==> src/hdl/mct_pkg.sv <==
// ----------------------------------------------------------------------------
// Mode controller package
// Shared types, codes, reset values and the transition table.
// ----------------------------------------------------------------------------
package mct_pkg;

	localparam int unsigned MODE_W    = 4;
	localparam int unsigned OUTCOME_W = 3;
	localparam int unsigned MS_W      = 16;
	localparam int unsigned CFG_IDX_W = 4;
	localparam int unsigned MODE_COUNT = 11;

	typedef enum logic [MODE_W-1:0] {
		MODE_BOOT     = 4'd0,
		MODE_READY    = 4'd1,
		MODE_IDLE     = 4'd2,
		MODE_THINKING = 4'd3,
		MODE_WRITING  = 4'd4,
		MODE_BUSY     = 4'd5,
		MODE_SUCCESS  = 4'd6,
		MODE_ERROR    = 4'd7,
		MODE_HOTLEAD  = 4'd8,
		MODE_SLEEP    = 4'd9,
		MODE_OFFLINE  = 4'd10
	} mode_t;

	typedef enum logic [OUTCOME_W-1:0] {
		OUT_NONE     = 3'd0,
		OUT_ACCEPTED = 3'd1,
		OUT_UNMAPPED = 3'd2,
		OUT_REFUSED  = 3'd3,
		OUT_BOOTDONE = 3'd4,
		OUT_TIMEOUT  = 3'd5
	} outcome_t;

	typedef enum logic [CFG_IDX_W-1:0] {
		REG_BOOT_TIMEOUT     = 4'd0,
		REG_THINKING_TIMEOUT = 4'd1,
		REG_WRITING_TIMEOUT  = 4'd2,
		REG_BUSY_TIMEOUT     = 4'd3
	} cfg_reg_t;

	localparam logic [MS_W-1:0] BOOT_TIMEOUT_RST     = 16'd1500;
	localparam logic [MS_W-1:0] THINKING_TIMEOUT_RST = 16'd7000;
	localparam logic [MS_W-1:0] WRITING_TIMEOUT_RST  = 16'd5000;
	localparam logic [MS_W-1:0] BUSY_TIMEOUT_RST     = 16'd8000;
	localparam logic [MS_W-1:0] MS_MAX               = '1;

	typedef struct packed {
		logic [MS_W-1:0] boot_timeout;
		logic [MS_W-1:0] thinking_timeout;
		logic [MS_W-1:0] writing_timeout;
		logic [MS_W-1:0] busy_timeout;
	} cfg_t;

	typedef struct packed {
		mode_t           mode;
		logic [MS_W-1:0] elapsed;
		outcome_t        outcome;
	} step_t;

	function automatic logic [MODE_COUNT-1:0] mode_bit(input mode_t m);
		logic [MODE_COUNT-1:0] b;
		b = '0;
		b[m] = 1'b1;
		return b;
	endfunction

	// Set of target modes that may be entered from the given mode.
	function automatic logic [MODE_COUNT-1:0] allowed_to(input mode_t m);
		logic [MODE_COUNT-1:0] a;
		case (m)
			MODE_BOOT:     a = mode_bit(MODE_READY) | mode_bit(MODE_OFFLINE);
			MODE_READY:    a = mode_bit(MODE_IDLE) | mode_bit(MODE_THINKING)
			                 | mode_bit(MODE_BUSY) | mode_bit(MODE_OFFLINE)
			                 | mode_bit(MODE_SLEEP);
			MODE_IDLE:     a = mode_bit(MODE_THINKING) | mode_bit(MODE_WRITING)
			                 | mode_bit(MODE_BUSY) | mode_bit(MODE_SLEEP)
			                 | mode_bit(MODE_OFFLINE) | mode_bit(MODE_HOTLEAD);
			MODE_THINKING: a = mode_bit(MODE_WRITING) | mode_bit(MODE_BUSY)
			                 | mode_bit(MODE_ERROR) | mode_bit(MODE_SUCCESS)
			                 | mode_bit(MODE_IDLE);
			MODE_WRITING:  a = mode_bit(MODE_BUSY) | mode_bit(MODE_ERROR)
			                 | mode_bit(MODE_SUCCESS) | mode_bit(MODE_IDLE);
			MODE_BUSY:     a = mode_bit(MODE_SUCCESS) | mode_bit(MODE_ERROR)
			                 | mode_bit(MODE_IDLE) | mode_bit(MODE_HOTLEAD);
			MODE_SUCCESS:  a = mode_bit(MODE_IDLE) | mode_bit(MODE_READY)
			                 | mode_bit(MODE_OFFLINE);
			MODE_ERROR:    a = mode_bit(MODE_IDLE) | mode_bit(MODE_READY)
			                 | mode_bit(MODE_OFFLINE);
			MODE_HOTLEAD:  a = mode_bit(MODE_BUSY) | mode_bit(MODE_SUCCESS)
			                 | mode_bit(MODE_ERROR) | mode_bit(MODE_IDLE);
			MODE_SLEEP:    a = mode_bit(MODE_READY) | mode_bit(MODE_OFFLINE);
			MODE_OFFLINE:  a = mode_bit(MODE_READY) | mode_bit(MODE_BOOT);
			default:       a = '0;
		endcase
		return a;
	endfunction

endpackage

==> src/hdl/mode_controller_with_timeouts.sv <==
// ----------------------------------------------------------------------------
// Mode controller with timeouts
// Eleven-mode controller driven by event and millisecond tick requests.
// ----------------------------------------------------------------------------
// Pipeline: the input register takes the request, the result register takes
// the step output; a stalled result holds the request in the input register.
// Throughput: one request per cycle unless the result stalls.
// Reset: asynchronous; mode is boot, counter zero, timeouts at their defaults,
// both pipeline slots empty.
module mode_controller_with_timeouts (
	input  logic                             clk,
	input  logic                             arst_n,
	input  logic                             in_valid,
	output logic                             in_ready,
	input  logic                             action,
	input  logic [mct_pkg::MODE_W-1:0]       event_code,
	output logic                             out_valid,
	input  logic                             out_ready,
	output logic [mct_pkg::MODE_W-1:0]       mode,
	output logic [mct_pkg::OUTCOME_W-1:0]    outcome,
	input  logic                             cfg_we,
	input  logic [mct_pkg::CFG_IDX_W-1:0]    cfg_index,
	input  logic [mct_pkg::MS_W-1:0]         cfg_data
);

	logic                           valid_s1;
	logic                           action_s1;
	logic [mct_pkg::MODE_W-1:0]     code_s1;
	logic                           advance;
	mct_pkg::cfg_t                  cfg_q;
	mct_pkg::mode_t                 mode_q;
	logic [mct_pkg::MS_W-1:0]       elapsed_q;
	mct_pkg::step_t                 nxt;
	logic                           out_valid_q;
	logic [mct_pkg::MODE_W-1:0]     mode_s2;
	logic [mct_pkg::OUTCOME_W-1:0]  outcome_s2;

	assign advance  = valid_s1 && (!out_valid_q || out_ready);
	assign in_ready = !valid_s1 || advance;

	always_ff @(posedge clk or negedge arst_n) begin
		if (!arst_n) begin
			valid_s1 <= 1'b0;
		end else if (in_ready) begin
			valid_s1 <= in_valid;
		end
	end

	always_ff @(posedge clk) begin
		if (in_valid && in_ready) begin
			action_s1 <= action;
			code_s1   <= event_code;
		end
	end

	always_ff @(posedge clk or negedge arst_n) begin
		if (!arst_n) begin
			cfg_q.boot_timeout     <= mct_pkg::BOOT_TIMEOUT_RST;
			cfg_q.thinking_timeout <= mct_pkg::THINKING_TIMEOUT_RST;
			cfg_q.writing_timeout  <= mct_pkg::WRITING_TIMEOUT_RST;
			cfg_q.busy_timeout     <= mct_pkg::BUSY_TIMEOUT_RST;
		end else if (cfg_we) begin
			case (cfg_index)
				mct_pkg::REG_BOOT_TIMEOUT:     cfg_q.boot_timeout     <= cfg_data;
				mct_pkg::REG_THINKING_TIMEOUT: cfg_q.thinking_timeout <= cfg_data;
				mct_pkg::REG_WRITING_TIMEOUT:  cfg_q.writing_timeout  <= cfg_data;
				mct_pkg::REG_BUSY_TIMEOUT:     cfg_q.busy_timeout     <= cfg_data;
				default: ;
			endcase
		end
	end

	mct_step u_step (
		.cur_mode   (mode_q),
		.elapsed    (elapsed_q),
		.action     (action_s1),
		.event_code (code_s1),
		.cfg        (cfg_q),
		.nxt        (nxt)
	);

	always_ff @(posedge clk or negedge arst_n) begin
		if (!arst_n) begin
			mode_q    <= mct_pkg::MODE_BOOT;
			elapsed_q <= '0;
		end else if (advance) begin
			mode_q    <= nxt.mode;
			elapsed_q <= nxt.elapsed;
		end
	end

	always_ff @(posedge clk or negedge arst_n) begin
		if (!arst_n) begin
			out_valid_q <= 1'b0;
		end else if (!out_valid_q || out_ready) begin
			out_valid_q <= valid_s1;
		end
	end

	always_ff @(posedge clk) begin
		if (advance) begin
			mode_s2    <= nxt.mode;
			outcome_s2 <= nxt.outcome;
		end
	end

	assign out_valid = out_valid_q;
	assign mode      = mode_s2;
	assign outcome   = outcome_s2;

endmodule

==> src/hdl/mct_step.sv <==
// ----------------------------------------------------------------------------
// Mode controller step logic
// Computes the next mode, elapsed counter and outcome for one request.
// ----------------------------------------------------------------------------
module mct_step (
	input  mct_pkg::mode_t                 cur_mode,
	input  logic [mct_pkg::MS_W-1:0]       elapsed,
	input  logic                           action,
	input  logic [mct_pkg::MODE_W-1:0]     event_code,
	input  mct_pkg::cfg_t                  cfg,
	output mct_pkg::step_t                 nxt
);

	logic [mct_pkg::MS_W-1:0]       elapsed_inc;
	logic [mct_pkg::MS_W-1:0]       limit;
	logic [mct_pkg::MODE_COUNT-1:0] allowed;
	logic                           mapped;

	assign mapped      = (event_code < mct_pkg::MODE_W'(mct_pkg::MODE_COUNT));
	assign allowed     = mct_pkg::allowed_to(cur_mode);
	assign elapsed_inc = (elapsed == mct_pkg::MS_MAX) ? elapsed
	                                                  : elapsed + mct_pkg::MS_W'(1);

	always_comb begin
		case (cur_mode)
			mct_pkg::MODE_BOOT:     limit = cfg.boot_timeout;
			mct_pkg::MODE_THINKING: limit = cfg.thinking_timeout;
			mct_pkg::MODE_WRITING:  limit = cfg.writing_timeout;
			mct_pkg::MODE_BUSY:     limit = cfg.busy_timeout;
			default:                limit = '0;
		endcase
	end

	always_comb begin
		nxt.mode    = cur_mode;
		nxt.elapsed = elapsed;
		nxt.outcome = mct_pkg::OUT_NONE;
		if (!action) begin
			if (!mapped) begin
				nxt.outcome = mct_pkg::OUT_UNMAPPED;
			end else if ((event_code != cur_mode) && allowed[event_code]) begin
				nxt.mode    = mct_pkg::mode_t'(event_code);
				nxt.elapsed = '0;
				nxt.outcome = mct_pkg::OUT_ACCEPTED;
			end else begin
				nxt.outcome = mct_pkg::OUT_REFUSED;
			end
		end else begin
			nxt.elapsed = elapsed_inc;
			if ((limit != '0) && (elapsed_inc >= limit)) begin
				nxt.elapsed = '0;
				if (cur_mode == mct_pkg::MODE_BOOT) begin
					nxt.mode    = mct_pkg::MODE_READY;
					nxt.outcome = mct_pkg::OUT_BOOTDONE;
				end else begin
					nxt.mode    = mct_pkg::MODE_IDLE;
					nxt.outcome = mct_pkg::OUT_TIMEOUT;
				end
			end
		end
	end

endmodule

==> config.mk <==
export PLATFORM = sky130hd
export DESIGN_NAME = mode_controller_with_timeouts
export DESIGN_NICKNAME = d
export VERILOG_FILES = /design/src/hdl/mct_pkg.sv /design/src/hdl/mode_controller_with_timeouts.sv /design/src/hdl/mct_step.sv
export SDC_FILE = /design/constraint.sdc
export NUM_CORES = 1
export LEC_CHECK = 0
export BUFFER_PORTS_ARGS = -buffer_cell sky130_fd_sc_hd__buf_2
export CAP_MARGIN = 15
export CORE_MARGIN = 2
export CORE_UTILIZATION = 57
export CTS_BUF_LIST = sky130_fd_sc_hd__clkbuf_8
export CTS_CLUSTER_DIAMETER = 150
export DETAILED_ROUTE_END_ITERATION = 7
export PLACE_DENSITY = 0.89
export SLEW_MARGIN = 40
export SYNTH_ARGS = -nofsm -noshare
export SYNTH_HDL_FRONTEND = slang
export SYNTH_SLANG_ARGS = --single-unit
==> constraint.sdc <==
create_clock -name clk -period 3.3 [get_ports clk]
set_input_delay 0.66 -clock clk [delete_from_list [all_inputs] [get_ports clk]]
set_output_delay 0.66 -clock clk [all_outputs]
set_load 0.005 [all_outputs]
* After elaboration in Yosys (flattened, before gate mapping) *
Memory sizes are Yosys's and may differ from the RTL's.
Index checks and enable logic that the tools add are counted.

operators by class
  add/subtract/negate cells = 1
  order comparisons = 3
  equality and inequality tests = 8
  muxes and demuxes = 12
  reductions and logical operators = 18

operator list
  operator               count
  $pmux 16 s4            1
  $mux 23                2
  $mux 20                2
  $add 16x1->16 const B  1
  $eq 16x16->1 const B   1
  $ge 16x16->1           1
  $mux 16                1
  $reduce_bool 16->1     1
  $eq 4x2->1 const B     3
  $eq 4x3->1 const B     2
  $logic_not 4->1        2
  $reduce_and 2->1       4
  $lt 4x5->1 const B     1
  $bmux 1 s4             1
  $eq 4x1->1 const B     1
  $logic_and 1x1->1      4
  $lt 4x4->1 const B     1
  $mux 2                 2
  $ne 4x4->1             1
  $reduce_bool 2->1      2
  $mux 3                 1
  $reduce_and 3->1       1
  $logic_not 1->1        2
  $logic_or 1x1->1       2
  $mux 1                 2

word-level totals
  bits in registers = 98
  ROM bits = 176
  input port bits = 30
  output and inout port bits = 9
  word-level logic and storage cells = 55
  memories = 1

memories
  name             words  bits a word  rd ports  clocked after memory_dff  wr ports  line           text
  (no name shown)  16     11           1         0                         0         mct_pkg.sv:72  case (m)

* Depth between registers and ports, before layout *
An unclocked memory read counts as a cell.

  word-level depth = 7
  depth in mapped cells = 17

* Cells and area by module *
Synthesis repeated with hierarchy kept, for this count alone.

second synthesis, totals
  cells, all modules = 484
  area, all modules = 5606.6 um^2

by module, submodules not included
  module                         instances  cells each  area an instance (um^2)  seq. area each (um^2)
  mode_controller_with_timeouts  1          202         3659.8                   2543.7
  mct_step                       1          282         1946.9                   0.0

* Worst setup path before layout *
OpenSTA, ideal clock, no wires.

  path kind = register -> register
  start point = reg elapsed_q[6] (netlist bit)
  end point = reg mode_s2 (netlist bit mode[1]), data pin
  data arrival time = 3.396 ns
  data required time = 3.039 ns
  path slack = -0.356 ns
  stages on the path, launching flop included = 16
  buffers on the path = 1
  cell sequence = dfrtp_1 buf_2 and4_1 nand4_1 nor3_1 or4b_1 and2_1 or2_1 ha_1 a21oi_1 o21a_1 a21oi_1 o21ai_0 a32o_2 mux2_4 a221o_1

RTL lines
  element                 line                                  text
  from (decl)             mode_controller_with_timeouts.sv:32   logic [mct_pkg::MS_W-1:0] elapsed_q;
  from (signal assigned)  mode_controller_with_timeouts.sv:88   elapsed_q <= nxt.elapsed;
  to (signal assigned)    mode_controller_with_timeouts.sv:102  mode_s2 <= nxt.mode;
  to (decl)               mode_controller_with_timeouts.sv:35   logic [mct_pkg::MODE_W-1:0] mode_s2;

* Worst setup path after layout *
  start point = reg elapsed_q[9] (netlist bit)
  end point = reg elapsed_q[10] (netlist bit)

on the way
  word-level cells in the longest chain between the ends = 6
  elaborated cells on any way between the ends = 7
  those cells by class = add/sub: 1; order compare: 1; eq/ne: 1; mux: 3; reduce/logical: 1

RTL lines
  element                                        line                            text
  $add 16x1->16 or $eq 16x16->1 (tied branches)  mct_step.sv:22, mct_step.sv:21
  $mux 16 *                                      mct_step.sv:21                  assign elapsed_inc = (elapsed == mct_pkg::MS_MAX) ? elapsed
  $ge 16x16->1                                   mct_step.sv:50                  if ((limit != '0) && (elapsed_inc >= limit)) begin
  $logic_and 1x1->1                              mct_step.sv:50
  $mux 23 *                                      mct_step.sv:50
  $mux 23 *                                      mct_step.sv:38                  if (!action) begin

Every way passes the cells marked *; elsewhere a longest branch is shown, timed or not.
A chain may end at the register's enable or synchronous reset.

==> key figures <==
STA
  – Clock Skews: 0.0204 ns
  – Max Transition Viols Final: 0
  – Max Freq: 276 MHz
  – Final period util: 1.10
  – Final hold vios: 0
  – Worst Setup Slack, final: -0.321 ns
  – RSZ-0062 raised after global routing: yes
  – Worst hold slack: 0.298 ns
  – Final setup violation count: 26
  – Final worst path period need: 3.62 ns
  – Worst-margin pin slew: 0.798 ns
  – Post-Route Setup TNS: -5.81 ns
  – Slew Limit Headroom: 0.467

Clock network
  – Num CTS Buffers: 9
  – CTS sink cnt: 98
  – Clk Tree Root Cell: clkbuf_8
  – Clk pin slew, worst setup/hold paths: 0.11 ns
  – H-tree depth: 3
  – CTS tree: built
  – Clk_lat worst skew: 0.39 ns
  – Hold Buf Count CTS: 0
  – Clock Tree Buf Depth: 2

Placement
  – Placed insts: 715
  – Post-detail-place hpwl: 10300 um
  – # port buffers: 38
  – DP Area: 6400 um^2
  – Pre-CTS setup slack: -0.279 ns
  – RePlAce Congestion: 0.901

Critical path
  – R2R setup slack: -0.32 ns
  – R2R depth: 16
  – Startpoint types: flip-flop
  – Crit Path Max Fanout: 7
  – Critical Path End Type: flip-flop
  – R2R Path Start: elapsed_q[9]
  – Setup CP Type: reg -> reg
  – Critical Path RT: 3.59 ns
  – Worst reg2reg path endpoint: elapsed_q[10]
  – Worst Path Arrival: 3.91 ns

Power
  – Total design power: 5.12 mW
  – Comb pwr share: 0.509
  – Worst VDD drop: 423 uV
  – Clock power share: 0.151
  – Pint: 3.13 mW
  – Leakage: 3.03 nW
  – NetSw: 1.99 mW
  – Register share of total power: 0.340
  – Power per standard cell area: 728 nW/um^2
  – Switching Share: 0.389

Die
  – DIE HEIGHT: 104 um
  – Core Area: 9730 um^2
  – Die Wd: 104 um
  – # IOs: 39
  – Die ar.: 10800 um^2
  – Initial Util: 0.583
  – Row count: 36

Drt
  – Via count: 4816
  – Pre-Repair DR Iteration Count: 5
  – Vias per cell: 6.45
  – WL final: 15200 um
  – DRC: 0
  – DR WL/cell: 20.4 um
  – Initial DRC count: 569
  – Count of antenna-violating nets left after detailed routing: 0

Yosys
  – Main synth FF type: dfrtp_1
  – Synth Register Bits: 98
  – Distinct cells, synth: 71
  – Synth warn: 0
  – Synth Area per Inst: 11.1 um^2
  – Syn nets: 565
  – Post-synthesis sequential area ratio: 0.448
  – Post-synth EDFFs: 12
  – Cell count after synthesis: 512
  – Synthesized cell area: 5670 um^2
  – Synth async-reset ratio: 0.878

GRT
  – Largest net degree at the start of global routing: 81
  – Number of global-route vias before repair: 4952
  – GRT Overall Usage: 0.288
  – First-pass GRT wire length: 24800 um
  – Total grt overflow: 0
  – Initial antenna violation count: 0

Status
  – Status: complete, but fails checks
  – Failing checks: negative setup slack

Cells and area
  – Area of the multi-input gates: 3250 um^2
  – Final net count: 662
  – Diodes inserted: 0
  – Layout cells sized above 1: 0.471
  – Syn-to-layout area delta: 24.0%
  – Filler cell count: 653
  – Final core occ: 0.723
  – Design area: 7040 um^2
  – FF+latch area: 2540 um^2
  – Non-filler cells, final: 747

Min path
  – Worst min path class: in -> async

Run
  – Max_cap viols: 0
worst max-delay path by stage:
stage / start / to / slack (ns) / cells past startpoint
floorplan: elapsed_q[2] / mode[1] / -0.21 / 14
global placement: elapsed_q[4] / mode[1] / -0.15 / 14
detailed placement: elapsed_q[9] / mode[1] / -0.28 / 14
CTS: elapsed_q[4] / mode[1] / -0.25 / 14
global route: elapsed_q[6] / elapsed_q[10] / -0.45 / 16
finish: elapsed_q[9] / elapsed_q[10] / -0.32 / 16
timing repair:
action | CTS | global route
gates resized for setup | 44 | 17
hold endpoints to repair | 0 | 0
gates cloned | 1 | 0
pin swaps | 26 | 12
buffers inserted | 12 | 2
setup endpoints to repair | 25 | 26
layout make-up:
cell class | instances | share of cell area
clock buffer | 10 | 0.0196
timing repair buffer | 114 | 0.120
tap | 133 | 0.0236
multi-input combinational | 377 | 0.462
sequential | 98 | 0.362
clock inverter | 6 | 0.00818
inverter | 9 | 0.00480
flip-flops by register name, summed over array words and instances (netlist names):
register,flops
cfg_q,64
valid_s1,1
code_s1,4
mode_q,4
out_valid,1
elapsed_q,16
outcome,3
action_s1,1
mode,4
layer usage:
layer | part of all wire | GRT usage
met5 | 0 | 0
met4 | 0.029 | 0.0985
met3 | 0.073 | 0.0661
met2 | 0.50 | 0.491
met1 | 0.40 | 0.363
placed cells by master (no fill, tap or decap), types with 6 or more instances in the layout:
cell,count
a22oi_1,23
xnor2_1,10
a22oi_2,7
nand2_1,32
buf_4,67
dfstp_2,25
dfrtp_1,60
nand3_1,9
clkbuf_8,10
inv_1,8
ha_1,21
nor2_1,36
nor4_1,6
a22o_1,12
buf_2,37
edfxtp_1,12
mux2_2,66
a21oi_1,20
nand4_1,7
logic make-up after synthesis:
| group | Yosys count | share of synthesized area |
|---|---|---|
| muxes | 70 | 0.140 |
| DFF | 98 | 0.448 |
| AOI/OAI and AO/OA | 130 | 0.177 |
| and+or+nand+nor | 140 | 0.129 |
| xor gates and xnor gates | 14 | 0.0216 |
| adders and majority gates | 23 | 0.0507 |
| buffers and inverters | 37 | 0.0329 |
cells in the mapped netlist, drive strengths merged, types with 11 or more instances:
library cell	number	area, um^2
edfxtp	12	360
nor2	39	149
xnor2	11	96.3
a22o	12	105
a22oi	30	225
mux2	69	785
buf	20	123
a21oi	25	125
nand2	36	135
ha	23	288
dfrtp	61	1530
dfstp	25	657
critical path: stages (launching register included):
cell	delay, ns
dfrtp_1	0.39
and4_4	0.23
nand4_1	0.23
or3_4	0.48
nand4_1	0.16
xnor2_2	0.16
ha_1	0.26
o21a_1	0.18
o211ai_1	0.24
a31oi_2	0.08
o21ai_1	0.16
a32o_2	0.16
buf_4	0.13
buf_12	0.14
nand3_4	0.13
buf_6	0.19
o41ai_4	0.19
power by group through the flow:
stage,Sequential [mW],Clock (mW),Combinational (mW)
floorplan,1.72,0,1.32
global placement,1.74,0,1.92
detailed placement,1.76,0,2.02
CTS,1.74,0.765,2.40
global route,1.77,0.821,2.76
finish,1.74,0.775,2.61
Note: power is estimated with default switching activity, not from simulation.
